## src/ura_pkg.sv

```systemverilog
// Shared types, constants and lookup functions for the ultrasonic range alarm.
// No dependencies; every other file in src uses this package by scoped names.
package ura_pkg;

	typedef logic [2:0] band_t;
	typedef logic [4:0][15:0] limits_t;

	localparam band_t BAND_OFF = 3'd5;
	localparam int TONE_W = 14;

	// Configuration register indexes
	localparam logic [2:0] CFG_LIMIT_RED     = 3'd0;
	localparam logic [2:0] CFG_LIMIT_WHITE   = 3'd1;
	localparam logic [2:0] CFG_LIMIT_BLUE    = 3'd2;
	localparam logic [2:0] CFG_LIMIT_GREEN   = 3'd3;
	localparam logic [2:0] CFG_LIMIT_PINK    = 3'd4;
	localparam logic [2:0] CFG_TRIGGER_TICKS = 3'd5;

	localparam logic [15:0] RST_LIMIT_RED   = 16'd292;
	localparam logic [15:0] RST_LIMIT_WHITE = 16'd584;
	localparam logic [15:0] RST_LIMIT_BLUE  = 16'd875;
	localparam logic [15:0] RST_LIMIT_GREEN = 16'd1167;
	localparam logic [15:0] RST_LIMIT_PINK  = 16'd1750;
	localparam logic [7:0]  RST_TRIG_TICKS  = 8'd10;

	typedef struct packed {
		logic        trig_out;
		logic        done;
		logic        run;
		band_t       band;
		logic        band_chg;
		logic [15:0] echo_width;
	} ctrl_stat_t;

	typedef struct packed {
		logic red;
		logic green;
		logic blue;
	} led_t;

	function automatic logic [TONE_W-1:0] tone_wrap(input band_t b);
		logic [TONE_W-1:0] w;
		case (b)
			3'd0: w = 14'd9999;
			3'd1: w = 14'd999;
			3'd2: w = 14'd499;
			3'd3: w = 14'd249;
			3'd4: w = 14'd165;
			default: w = 14'd0;
		endcase
		return w;
	endfunction

	function automatic logic [TONE_W-1:0] tone_high(input band_t b);
		logic [TONE_W-1:0] h;
		case (b)
			3'd0: h = 14'd4999;
			3'd1: h = 14'd499;
			3'd2: h = 14'd249;
			3'd3: h = 14'd124;
			3'd4: h = 14'd82;
			default: h = 14'd0;
		endcase
		return h;
	endfunction

	// red, white, blue, green, pink, dark
	function automatic led_t led_color(input band_t b);
		led_t c;
		case (b)
			3'd0: c = '{red: 1'b1, green: 1'b0, blue: 1'b0};
			3'd1: c = '{red: 1'b1, green: 1'b1, blue: 1'b1};
			3'd2: c = '{red: 1'b0, green: 1'b0, blue: 1'b1};
			3'd3: c = '{red: 1'b0, green: 1'b1, blue: 1'b0};
			3'd4: c = '{red: 1'b1, green: 1'b0, blue: 1'b1};
			default: c = '{red: 1'b0, green: 1'b0, blue: 1'b0};
		endcase
		return c;
	endfunction

endpackage

```

## src/ultrasonic_range_alarm.sv

```systemverilog
// Top level of the ultrasonic range alarm: input register, sequencer, tone, result register.
// Depends on ura_pkg, ura_cfg, ura_ctrl and ura_tone.
//
//  channel | direction | handshake           | beat
//  in      | in        | in_valid / in_stall | echo_level, start_pressed, stop_pressed
//  out     | out       | out_valid/out_stall | trigger_out, LEDs, tone, band, width, flags
//  cfg     | in        | cfg_we              | cfg_index, cfg_data
//
// One beat per cycle sustained while not stalled; beats pass input then result register.
// All per-tick work sits between the input register and the result register.
// Reset clears the sequencer, tone counter and valid flags; limits return to defaults.
// An output stall holds the result register; in_stall is high while the input register
// also holds a beat, in the same cycle.
module ultrasonic_range_alarm #(
	parameter int ECHO_BITS = 16
) (
	input  logic        clk,
	input  logic        arst_n,
	input  logic        in_valid,
	output logic        in_stall,
	input  logic        echo_level,
	input  logic        start_pressed,
	input  logic        stop_pressed,
	output logic        out_valid,
	input  logic        out_stall,
	output logic        trigger_out,
	output logic        red_on,
	output logic        green_on,
	output logic        blue_on,
	output logic        tone_out,
	output logic [2:0]  range_band,
	output logic        measure_done,
	output logic [15:0] echo_width,
	output logic        enabled,
	input  logic        cfg_we,
	input  logic [2:0]  cfg_index,
	input  logic [15:0] cfg_data
);

	logic                valid_s1;
	logic                echo_s1, start_s1, stop_s1;
	logic                advance, accept;
	ura_pkg::limits_t    limits;
	logic [7:0]          trig_ticks;
	ura_pkg::ctrl_stat_t stat;
	logic                tone;
	ura_pkg::led_t       led;
	logic                out_valid_q;

	assign advance  = valid_s1 && (!out_valid_q || !out_stall);
	assign in_stall = valid_s1 && !advance;
	assign accept   = in_valid && !in_stall;

	always_ff @(posedge clk or negedge arst_n) begin
		if (!arst_n)
			valid_s1 <= 1'b0;
		else if (accept)
			valid_s1 <= 1'b1;
		else if (advance)
			valid_s1 <= 1'b0;
	end

	always_ff @(posedge clk) begin
		if (accept) begin
			echo_s1  <= echo_level;
			start_s1 <= start_pressed;
			stop_s1  <= stop_pressed;
		end
	end

	ura_cfg u_cfg (
		.clk        (clk),
		.arst_n     (arst_n),
		.cfg_we     (cfg_we),
		.cfg_index  (cfg_index),
		.cfg_data   (cfg_data),
		.limits     (limits),
		.trig_ticks (trig_ticks)
	);

	ura_ctrl #(
		.ECHO_BITS (ECHO_BITS)
	) u_ctrl (
		.clk        (clk),
		.arst_n     (arst_n),
		.step       (advance),
		.echo       (echo_s1),
		.start      (start_s1),
		.stop       (stop_s1),
		.limits     (limits),
		.trig_ticks (trig_ticks),
		.stat       (stat)
	);

	ura_tone u_tone (
		.clk      (clk),
		.arst_n   (arst_n),
		.step     (advance),
		.band     (stat.band),
		.band_chg (stat.band_chg),
		.tone     (tone),
		.led      (led)
	);

	always_ff @(posedge clk or negedge arst_n) begin
		if (!arst_n)
			out_valid_q <= 1'b0;
		else if (advance)
			out_valid_q <= 1'b1;
		else if (!out_stall)
			out_valid_q <= 1'b0;
	end

	// hold the result beat while stalled
	always_ff @(posedge clk) begin
		if (advance) begin
			trigger_out  <= stat.trig_out;
			red_on       <= led.red;
			green_on     <= led.green;
			blue_on      <= led.blue;
			tone_out     <= tone;
			range_band   <= stat.band;
			measure_done <= stat.done;
			echo_width   <= stat.echo_width;
			enabled      <= stat.run;
		end
	end

	assign out_valid = out_valid_q;

endmodule

```

## src/ura_cfg.sv

```systemverilog
// Configuration register file: five band limits and the trigger length.
// Depends on ura_pkg for register indexes and reset values.
module ura_cfg (
	input  logic               clk,
	input  logic               arst_n,
	input  logic               cfg_we,
	input  logic [2:0]         cfg_index,
	input  logic [15:0]        cfg_data,
	output ura_pkg::limits_t   limits,
	output logic [7:0]         trig_ticks
);

	ura_pkg::limits_t limits_q;
	logic [7:0]       trig_ticks_q;

	always_ff @(posedge clk or negedge arst_n) begin
		if (!arst_n) begin
			limits_q[0]  <= ura_pkg::RST_LIMIT_RED;
			limits_q[1]  <= ura_pkg::RST_LIMIT_WHITE;
			limits_q[2]  <= ura_pkg::RST_LIMIT_BLUE;
			limits_q[3]  <= ura_pkg::RST_LIMIT_GREEN;
			limits_q[4]  <= ura_pkg::RST_LIMIT_PINK;
			trig_ticks_q <= ura_pkg::RST_TRIG_TICKS;
		end else if (cfg_we) begin
			case (cfg_index)
				ura_pkg::CFG_LIMIT_RED:     limits_q[0] <= cfg_data;
				ura_pkg::CFG_LIMIT_WHITE:   limits_q[1] <= cfg_data;
				ura_pkg::CFG_LIMIT_BLUE:    limits_q[2] <= cfg_data;
				ura_pkg::CFG_LIMIT_GREEN:   limits_q[3] <= cfg_data;
				ura_pkg::CFG_LIMIT_PINK:    limits_q[4] <= cfg_data;
				ura_pkg::CFG_TRIGGER_TICKS: trig_ticks_q <= cfg_data[7:0];
				default: ;
			endcase
		end
	end

	assign limits     = limits_q;
	assign trig_ticks = trig_ticks_q;

endmodule

```

## src/ura_ctrl.sv

```systemverilog
// Measurement sequencer: enable flag, trigger pulse, echo width counter and band sort.
// Depends on ura_pkg for the band type, limits and the status struct.
module ura_ctrl #(
	parameter int ECHO_BITS = 16
) (
	input  logic                 clk,
	input  logic                 arst_n,
	input  logic                 step,
	input  logic                 echo,
	input  logic                 start,
	input  logic                 stop,
	input  ura_pkg::limits_t     limits,
	input  logic [7:0]           trig_ticks,
	output ura_pkg::ctrl_stat_t  stat
);

	localparam int CMP_W = (ECHO_BITS > 16) ? ECHO_BITS : 16;
	localparam logic [ECHO_BITS-1:0] SAT = {ECHO_BITS{1'b1}};

	typedef enum logic [1:0] {
		PH_IDLE,
		PH_TRIG,
		PH_WAIT,
		PH_MEAS
	} phase_t;

	phase_t                phase_q, phase_d;
	logic                  run_q, run_d;
	logic [7:0]            trig_cnt_q, trig_cnt_d;
	logic [7:0]            trig_inc;
	logic [7:0]            tlen;
	logic [ECHO_BITS-1:0]  echo_cnt_q, echo_cnt_d;
	ura_pkg::band_t        band_q, band_d, band_cls;
	logic                  done;
	logic [CMP_W-1:0]      w_ext;
	logic                  found;

	assign tlen     = (trig_ticks == 8'd0) ? 8'd1 : trig_ticks;
	assign trig_inc = trig_cnt_q + 8'd1;
	assign w_ext    = CMP_W'(echo_cnt_q);

	// Ordered band tests; first match wins
	always_comb begin
		band_cls = ura_pkg::BAND_OFF;
		found    = 1'b0;
		if (w_ext < CMP_W'(limits[0])) begin
			band_cls = 3'd0;
			found    = 1'b1;
		end
		for (int k = 1; k < 5; k++) begin
			if (!found && w_ext >= CMP_W'(limits[k-1]) && w_ext < CMP_W'(limits[k])) begin
				band_cls = 3'(k);
				found    = 1'b1;
			end
		end
	end

	always_comb begin
		phase_d    = phase_q;
		run_d      = run_q;
		trig_cnt_d = trig_cnt_q;
		echo_cnt_d = echo_cnt_q;
		band_d     = band_q;
		done       = 1'b0;
		case (phase_q)
			PH_IDLE: begin
				if (stop) begin
					run_d  = 1'b0;
					band_d = ura_pkg::BAND_OFF;
				end
				if (start)
					run_d = 1'b1;
				if (run_d) begin
					phase_d    = PH_TRIG;
					trig_cnt_d = 8'd0;
				end
			end
			PH_TRIG: begin
				trig_cnt_d = trig_inc;
				if (trig_inc >= tlen || trig_inc == 8'd0)
					phase_d = PH_WAIT;
			end
			PH_WAIT: begin
				if (echo) begin
					echo_cnt_d = ECHO_BITS'(1);
					phase_d    = PH_MEAS;
				end
			end
			PH_MEAS: begin
				if (echo) begin
					// saturate at the counter maximum
					if (echo_cnt_q != SAT)
						echo_cnt_d = echo_cnt_q + ECHO_BITS'(1);
				end else begin
					band_d  = band_cls;
					done    = 1'b1;
					phase_d = PH_IDLE;
				end
			end
			default: phase_d = PH_IDLE;
		endcase
	end

	always_ff @(posedge clk or negedge arst_n) begin
		if (!arst_n) begin
			phase_q    <= PH_IDLE;
			run_q      <= 1'b0;
			trig_cnt_q <= 8'd0;
			echo_cnt_q <= '0;
			band_q     <= ura_pkg::BAND_OFF;
		end else if (step) begin
			phase_q    <= phase_d;
			run_q      <= run_d;
			trig_cnt_q <= trig_cnt_d;
			echo_cnt_q <= echo_cnt_d;
			band_q     <= band_d;
		end
	end

	assign stat.trig_out   = (phase_q == PH_TRIG);
	assign stat.done       = done;
	assign stat.run        = run_d;
	assign stat.band       = band_d;
	assign stat.band_chg   = (band_d != band_q);
	assign stat.echo_width = 16'(CMP_W'(echo_cnt_d));

`ifndef SYNTH
	a_run_idle: assert property (@(posedge clk) disable iff (!arst_n)
		!run_q |-> phase_q == PH_IDLE)
		else $error("sequencer left idle without the enable flag");

	a_trig_exit: assert property (@(posedge clk) disable iff (!arst_n)
		step && phase_q == PH_TRIG |=> phase_q == PH_TRIG || phase_q == PH_WAIT)
		else $error("trigger phase left to a wrong phase");

	a_echo_rise: assert property (@(posedge clk) disable iff (!arst_n)
		step && phase_q == PH_WAIT && echo |=> phase_q == PH_MEAS
			&& echo_cnt_q == ECHO_BITS'(1))
		else $error("echo rise did not restart the width count");

	a_band_hold: assert property (@(posedge clk) disable iff (!arst_n)
		step && (phase_q == PH_TRIG || phase_q == PH_WAIT) |=> $stable(band_q))
		else $error("band changed outside idle or measure end");
`endif

endmodule

```

## src/ura_tone.sv

```systemverilog
// Buzzer square wave generator and LED color decode for the current band.
// Depends on ura_pkg for the tone tables and LED color function.
module ura_tone (
	input  logic            clk,
	input  logic            arst_n,
	input  logic            step,
	input  ura_pkg::band_t  band,
	input  logic            band_chg,
	output logic            tone,
	output ura_pkg::led_t   led
);

	logic [ura_pkg::TONE_W-1:0] tone_cnt_q, tone_cnt_d, tc;

	always_comb begin
		// restart the period on a band change
		tc = band_chg ? '0 : tone_cnt_q;
		if (band < ura_pkg::BAND_OFF) begin
			tone       = (tc < ura_pkg::tone_high(band));
			tone_cnt_d = (tc >= ura_pkg::tone_wrap(band)) ? '0 : tc + 1'b1;
		end else begin
			tone       = 1'b0;
			tone_cnt_d = '0;
		end
	end

	always_ff @(posedge clk or negedge arst_n) begin
		if (!arst_n)
			tone_cnt_q <= '0;
		else if (step)
			tone_cnt_q <= tone_cnt_d;
	end

	assign led = ura_pkg::led_color(band);

endmodule
```

## config.mk

```make
export PLATFORM = sky130hd
export DESIGN_NAME = ultrasonic_range_alarm
export DESIGN_NICKNAME = d
export VERILOG_FILES = /design/src/ura_pkg.sv /design/src/ultrasonic_range_alarm.sv /design/src/ura_cfg.sv /design/src/ura_ctrl.sv /design/src/ura_tone.sv
export SDC_FILE = /design/constraint.sdc
export NUM_CORES = 1
export LEC_CHECK = 0
export BUFFER_PORTS_ARGS = -buffer_cell sky130_fd_sc_hd__buf_2
export CORE_MARGIN = 3
export CORE_UTILIZATION = 30
export CTS_CLUSTER_DIAMETER = 40
export DETAILED_ROUTE_END_ITERATION = 10
export GPL_TIMING_DRIVEN = 0
export HOLD_SLACK_MARGIN = 0.15
export SLEW_MARGIN = 20
export SYNTH_ARGS = -nofsm -noshare
export SYNTH_HDL_FRONTEND = slang
export SYNTH_SLANG_ARGS = --single-unit
export TNS_END_PERCENT = 1
```

## constraint.sdc

```tcl
create_clock -name clk -period 8.54 [get_ports clk]
set_clock_uncertainty 0.15 [all_clocks]
set_input_delay 1.281 -clock clk [delete_from_list [all_inputs] [get_ports clk]]
set_output_delay 1.281 -clock clk [all_outputs]
set_load 0.02 [all_outputs]
```

### Yosys cells after proc, flatten, opt, wreduce, memory -nomap -nowiden

Cells that the tools add are included.

* add/sub/neg operators: 3
* magnitude comparators: 13
* eq/ne operators: 19
* multiplexer cells: 41
* reduce and logical (&&, ||, !) cells: 36

Operators with widths (count)
* $lt A16 B16 Y1: 5
* $mux W14: 5
* $pmux W14 S5: 1
* $pmux W13 S5: 1
* $ge A16 B16 Y1: 4
* $mux W16: 3
* $pmux W16 S2: 1
* $mux W3: 7
* $add A16 B1 Y16 const B: 1
* $logic_not A8 Y1: 2
* $mux W8: 2
* $ne A16 B16 Y1 const B: 1
* $pmux W8 S2: 1
* $pmux W3 S5: 1
* $add A14 B1 Y14 const B: 1
* $ge A14 B14 Y1: 1
* $lt A14 B14 Y1: 1
* $mux W1: 13
* $eq A3 B2 Y1 const B: 4
* $reduce_and A2 Y1: 6
* $logic_and A1 B1 Y1: 11
* $eq A3 B3 Y1 const B: 3
* $add A8 B1 Y8 const B: 1
* $ge A8 B8 Y1: 1
* 17 further kinds: 35

* register bits: 163
* input bits: 27
* output and inout port bits: 28
* logic and storage cells: 138

### Longest topological paths before layout

* depth in word-level cells: 26
* gate-level depth with buffers: 23
* gate-level depth less buffers: 20

### Hierarchy

Synthesis repeated with hierarchy kept, for this count alone.

* cell total of the unflattened synthesis: 968
* area, all modules: 10314.9 µm²

Modules (own cells, without submodules)
* ura_ctrl: times used 1, cells an instance 566, area each 4400.5 µm², seq. area each 753.2 µm²
* ura_cfg: times used 1, cells an instance 191, area each 3440.8 µm², seq. area each 2237.1 µm²
* ura_tone: times used 1, cells an instance 174, area each 1510.2 µm², seq. area each 350.3 µm²
* ultrasonic_range_alarm: times used 1, cells an instance 37, area each 963.4 µm², seq. area each 920.9 µm²

### Least setup slack after synthesis

OpenSTA, ideal clock, no wires.

* kind: flip-flop to flip-flop
* start point: register u_cfg.limits_q, in the netlist u_cfg.limits[41]
* end point: register u_tone.tone_cnt_q[3] in the netlist's numbering
* library setup time: 0.077 ns
* data arrival time: 4.901 ns
* data required time: 8.313 ns
* setup slack: 3.412 ns
* cell stages (with the launch flop): 22
* buffers on the path: 1
* clock period less this slack: 5.128 ns
* cell sequence: dfstp_2 -> inv_1 -> ha_1 -> and3_1 -> a221oi_2 -> a21oi_1 -> or4_4 -> and3_4 -> a311oi_4 -> and4_1 -> buf_2 -> nand2_1 -> ha_1 -> nand2b_1 -> a21o_1 -> a21o_1 -> a21oi_1 -> o21ai_0 -> a311oi_1 -> o211ai_1 -> o311a_1 -> a21oi_1

* longest elaborated chain between the ends: 19
* elaborated cells on any way between the ends: 30
* classes of those cells: 1 x add/sub; 4 x order compare; 5 x eq/ne; 12 x mux; 8 x reduce/logical

RTL lines
* from (decl): RTL line ura_cfg.sv:13 `ura_pkg::limits_t limits_q;`
* $lt A16 B16 Y1: RTL line ura_ctrl.sv:51 `if (!found && w_ext >= CMP_W'(limits[k-1]) && w_ext < CMP_W'(limits[k])) begin`
* $logic_and A1 B1 Y1: RTL line ura_ctrl.sv:51
* $mux W1: RTL line ura_ctrl.sv:51
* $logic_not A1 Y1: RTL line ura_ctrl.sv:51
* $logic_and A1 B1 Y1 (2 in a row): RTL line ura_ctrl.sv:51
* $mux W1: RTL line ura_ctrl.sv:51
* $logic_not A1 Y1: RTL line ura_ctrl.sv:51
* $logic_and A1 B1 Y1 (2 in a row): RTL line ura_ctrl.sv:51
* $mux W3 (*): RTL line ura_ctrl.sv:51
* $mux W3 (*): RTL line ura_ctrl.sv:90 `if (echo) begin`
* $pmux W3 S2 (*): RTL line ura_ctrl.sv:65 `case (phase_q)`
* $eq A3 B3 Y1 (tied with other cells): RTL line ura_pkg.sv:43 `case (b)`
* $pmux W14 S5: RTL line ura_pkg.sv:43
* $mux W14: RTL line ura_tone.sv:18 `if (band < ura_pkg::BAND_OFF) begin`
* $ge A14 B14 Y1: RTL line ura_tone.sv:20 `tone_cnt_d = (tc >= ura_pkg::tone_wrap(band)) ? '0 : tc + 1'b1;`
* $mux W14: RTL line ura_tone.sv:20
* $mux W14 (*): RTL line ura_tone.sv:18
* to (signal assigned): RTL line ura_tone.sv:31 `tone_cnt_q <= tone_cnt_d;`
* to (decl): RTL line ura_tone.sv:13 `logic [ura_pkg::TONE_W-1:0] tone_cnt_q, tone_cnt_d, tc;`

Every way passes the cells marked *; elsewhere a longest branch is shown, timed or not. The select of a mux whose other input is x is not followed.
A chain may end at the register's enable or synchronous reset.

### Worst setup path in the final report

* start point: register u_ctrl.echo_cnt_q[8]
* end point: register u_tone.tone_cnt_q[10] in the netlist's numbering

* longest elaborated chain between the ends: 26
* elaborated cells on any way between the ends: 46
* classes of those cells: 1 x add/sub; 11 x order compare; 5 x eq/ne; 16 x mux; 13 x reduce/logical

RTL lines
* from (decl): RTL line ura_ctrl.sv:32 `logic [ECHO_BITS-1:0] echo_cnt_q, echo_cnt_d;`
* from (signal assigned): RTL line ura_ctrl.sv:115 `echo_cnt_q <= echo_cnt_d;`
* $lt A16 B16 Y1: RTL line ura_ctrl.sv:46 `if (w_ext < CMP_W'(limits[0])) begin`
* $mux W1: RTL line ura_ctrl.sv:46
* $logic_not A1 Y1: RTL line ura_ctrl.sv:51
* $logic_and A1 B1 Y1 (2 in a row): RTL line ura_ctrl.sv:51
* $mux W1: RTL line ura_ctrl.sv:51
* $logic_not A1 Y1: RTL line ura_ctrl.sv:51
* $logic_and A1 B1 Y1 (2 in a row): RTL line ura_ctrl.sv:51
* $mux W1: RTL line ura_ctrl.sv:51
* [... 8 more ...]
* $mux W3 (*): RTL line ura_ctrl.sv:90
* $pmux W3 S2 (*): RTL line ura_ctrl.sv:65
* $eq A3 B3 Y1 (tied with other cells): RTL line ura_pkg.sv:43
* $pmux W14 S5: RTL line ura_pkg.sv:43
* $mux W14: RTL line ura_tone.sv:18
* $ge A14 B14 Y1: RTL line ura_tone.sv:20
* $mux W14: RTL line ura_tone.sv:20
* $mux W14 (*): RTL line ura_tone.sv:18

Marked as above.

==> impl_metrics.env <==
export IMPL_min_path_type="reg -> reg"
export IMPL_yosysWarnings=0
export IMPL_hold_depth=1
export IMPL_cp_end_kind="flop"
export IMPL_critical_path_max_fanout=10
export IMPL_cts_root_buffer="clkbuf_16"
export IMPL_area_delta_synth_final_pct=14.4
export IMPL_die_y_um=190
export IMPL_outcome="complete, no violations"
export IMPL_yosys_top_cells_count="nand2_1 (135), inv_1 (119), ha_1 (115)"
export IMPL_post_cts_resized=0
export IMPL_synth_edf_count=29
export IMPL_avgViaCountPerCell=4.96
export IMPL_synth_seq_cells=163
export IMPL_antenna_left=0
export IMPL_wire_per_inst_um=15.9
export IMPL_nNetsFinal=1285
export IMPL_cts_inserted_buffers=17
export IMPL_drc=0
export IMPL_max_slew_margin=0.386
export IMPL_min_period_ns=6.28
export IMPL_drive_gt1_frac=0.151
export IMPL_worstPathArrival_ns=6.49
export IMPL_peakVddDrop_mv=0.145
export IMPL_rows=66
export IMPL_ios=55
export IMPL_hold_violations=0
export IMPL_min_period_over_period=0.735
export IMPL_postSynthAreaPerCell_um2=9.50
export IMPL_yosysSeqAreaShare=0.420
export IMPL_wl_um=25500
export IMPL_highest_layer="met4"
export IMPL_die_x_um=190
export IMPL_fp_dieArea_um2=36100
export IMPL_initial_core_util=0.308
export IMPL_syn_cell_area_um2=10100
export IMPL_p_leak_nw=5.48
export IMPL_vias=7925
export IMPL_fin_util=0.352
export IMPL_clkLatencyLatePin_ns=0.44
export IMPL_core_area_um2=32900
export IMPL_grt_overflow_total=0
export IMPL_yosysMostFrequentCell="nand2_1"
export IMPL_ys_flop_type="dfrtp_1"
export IMPL_ys_async_sr_fraction=0.822
export IMPL_max_freq_mhz=159
export IMPL_htreeDepth=4
export IMPL_grt_pass1_vias=7607
export IMPL_start_kind="flop"
export IMPL_antenna_found_initial=0
export IMPL_syn_inst=1068
export IMPL_power_density_nw_per_um2=272
export IMPL_io_buffers=54
export IMPL_yosys_top_cells_area="dfrtp_1 (26%), ha_1 (14%), edfxtp_1 (8.6%)"
export IMPL_setup_viol=0
export IMPL_diodes=0
export IMPL_dp_slack_ns=2.36
export IMPL_yosysUniqueCellTypes=74
export IMPL_m1WireLength_um=12100
export IMPL_r2r_cells=20
export IMPL_wl_met2_um=11900
export IMPL_cts_setup_buffers=0
export IMPL_cp_required_ns=8.75
export IMPL_cts_sinks=163
export IMPL_slew_violations=0
export IMPL_first_pass_iters=5
export IMPL_met3_wirelength_um=971
export IMPL_criticalPathCategory="reg -> reg"
export IMPL_drv_cap=0
export IMPL_setup_ws_ns=2.26
export IMPL_hpwl_um=19300
export IMPL_grt_pass1_wl_um=41100
export IMPL_drt_iter0_drc=467
export IMPL_synth_top_cell_area_share=0.256
export IMPL_tightest_slew_ns=0.918
export IMPL_synth_net_count=1210
export IMPL_path_clk_slew_ns=0.07
export IMPL_rsz0062_at_grt="no"
export IMPL_globalplace_congestion=0.864
export IMPL_grt_max_degree=93
export IMPL_cts_tree="built"
export IMPL_track_usage=0.144
export IMPL_yosysTopAreaCell="dfrtp_1"
export IMPL_clock_tree_buffer_depth=2
export IMPL_finalSetupTns_ns=0
export IMPL_hold_buffers=0
registers in the layout, indices dropped and copies added, names as in the netlist, 2 cells and up:
register,cells
u_cfg.trig_ticks,8
range_band,3
u_ctrl.phase_q,2
u_ctrl.trig_cnt_q,8
u_tone.tone_cnt_q,14
u_ctrl.echo_cnt_q,16
u_ctrl.band_q,3
u_cfg.limits,80
echo_width,16
routing by layer:
layer	vias up	global-route usage
met3	37	0.0252
met4	0	0.0409
met5	-	0
li1	3938	-
met2	157	0.234
met1	3793	0.197
power breakdown:
part,switching (W),total (W),internal [W]
clock network,0.000343,0.000767,0.000423
logic,0.000804,0.00130,0.000494
registers,0.000106,0.00110,0.000993
total,0.00125,0.00316,0.00191
layout by cell type (no fill, tap or decap), types with 7 or more instances in the layout:
| cell type | instances |
|---|---|
| and3_1 | 16 |
| nor2_1 | 39 |
| xnor2_1 | 12 |
| nand2_1 | 135 |
| edfxtp_1 | 29 |
| nor2b_1 | 8 |
| inv_1 | 119 |
| mux2_2 | 33 |
| clkbuf_16 | 18 |
| a22o_1 | 20 |
| dfstp_2 | 30 |
| dfrtp_1 | 104 |
| o21ai_0 | 101 |
| clkbuf_1 | 30 |
| o211ai_1 | 10 |
| nand4_1 | 15 |
| nand2b_1 | 11 |
| buf_2 | 58 |
| nand3_1 | 34 |
| o311a_1 | 7 |
| a21oi_1 | 50 |
| ha_1 | 115 |
| nor3_1 | 16 |
| a21o_1 | 23 |
critical path: stages (launching register included):
cell and delay [ns]:
dfrtp_1 0.59, ha_1 0.35, a21o_1 0.21, a221oi_2 0.26, a21oi_1 0.12, nor4_1 0.78
o211ai_2 0.26, mux2_2 0.32, nand4_4 0.18, buf_6 0.20, buf_2 0.18, nor2_1 0.23
ha_1 0.28, a21o_1 0.15, a21o_1 0.16, a21oi_1 0.13, o21ai_0 0.12, a311oi_1 0.45
o211ai_1 0.47, o311a_1 0.47, a21oi_1 0.13
final cells by class:
cell class	count	area, um^2
Clock inverter	13	120
Tap cell	442	553
Clock buffer	19	454
Buffer	39	170
Multi-Input combinational cell	746	5270
Inverter	120	450
Sequential cell	163	4260
Fill cell	3317	21300
Timing Repair Buffer	56	335
metrics by stage:
stage / cells / hold slack, ns / power, W / area [um^2]
2_1_floorplan: 1068 / 0.306 / 0.00204 / 10100
5_1_grt: 1598 / 0.366 / 0.00343 / 11600
3_3_place_gp: 1564 / 0.312 / 0.00237 / 11000
6_report: 1598 / 0.335 / 0.00316 / 11600
4_1_cts: 1598 / 0.344 / 0.00319 / 11600
3_5_place_dp: 1566 / 0.338 / 0.00240 / 11000
cells by family (layout without fill, tap and decap cells):
family,after synthesis,in the layout,synth area share
AOI/OAI and AO/OA,268,268,0.174
xor gates and xnor gates,17,17,0.0147
adders and majority gates,115,115,0.142
buffers and inverters,159,247,0.0610
DFF,163,163,0.420
muxes,36,36,0.0396
and+or+nand+nor,310,310,0.149
worst paths after layout:
| kind | from | endpoint | slack (ns) |
|---|---|---|---|
| max | u_ctrl.echo_cnt_q[8]$_DFFE_PN0P_ | u_tone.tone_cnt_q[10]$_DFFE_PN0P_ | 2.26 |
| min | valid_s1$_DFFE_PN0P_ | out_valid$_DFFE_PN0P_ | 0.34 |
| max reg2reg | u_ctrl.echo_cnt_q[8]$_DFFE_PN0P_ | u_tone.tone_cnt_q[10]$_DFFE_PN0P_ | 2.26 |
| min reg2reg | valid_s1$_DFFE_PN0P_ | out_valid$_DFFE_PN0P_ | 0.34 |
| max in group asynchronous | arst_n | u_cfg.limits[51]$_DFFE_PN1P_ | 6.88 |
| min in group asynchronous | arst_n | u_cfg.limits[79]$_DFFE_PN0P_ | 0.57 |
No activity file was read; power rests on OpenSTA's default activity.
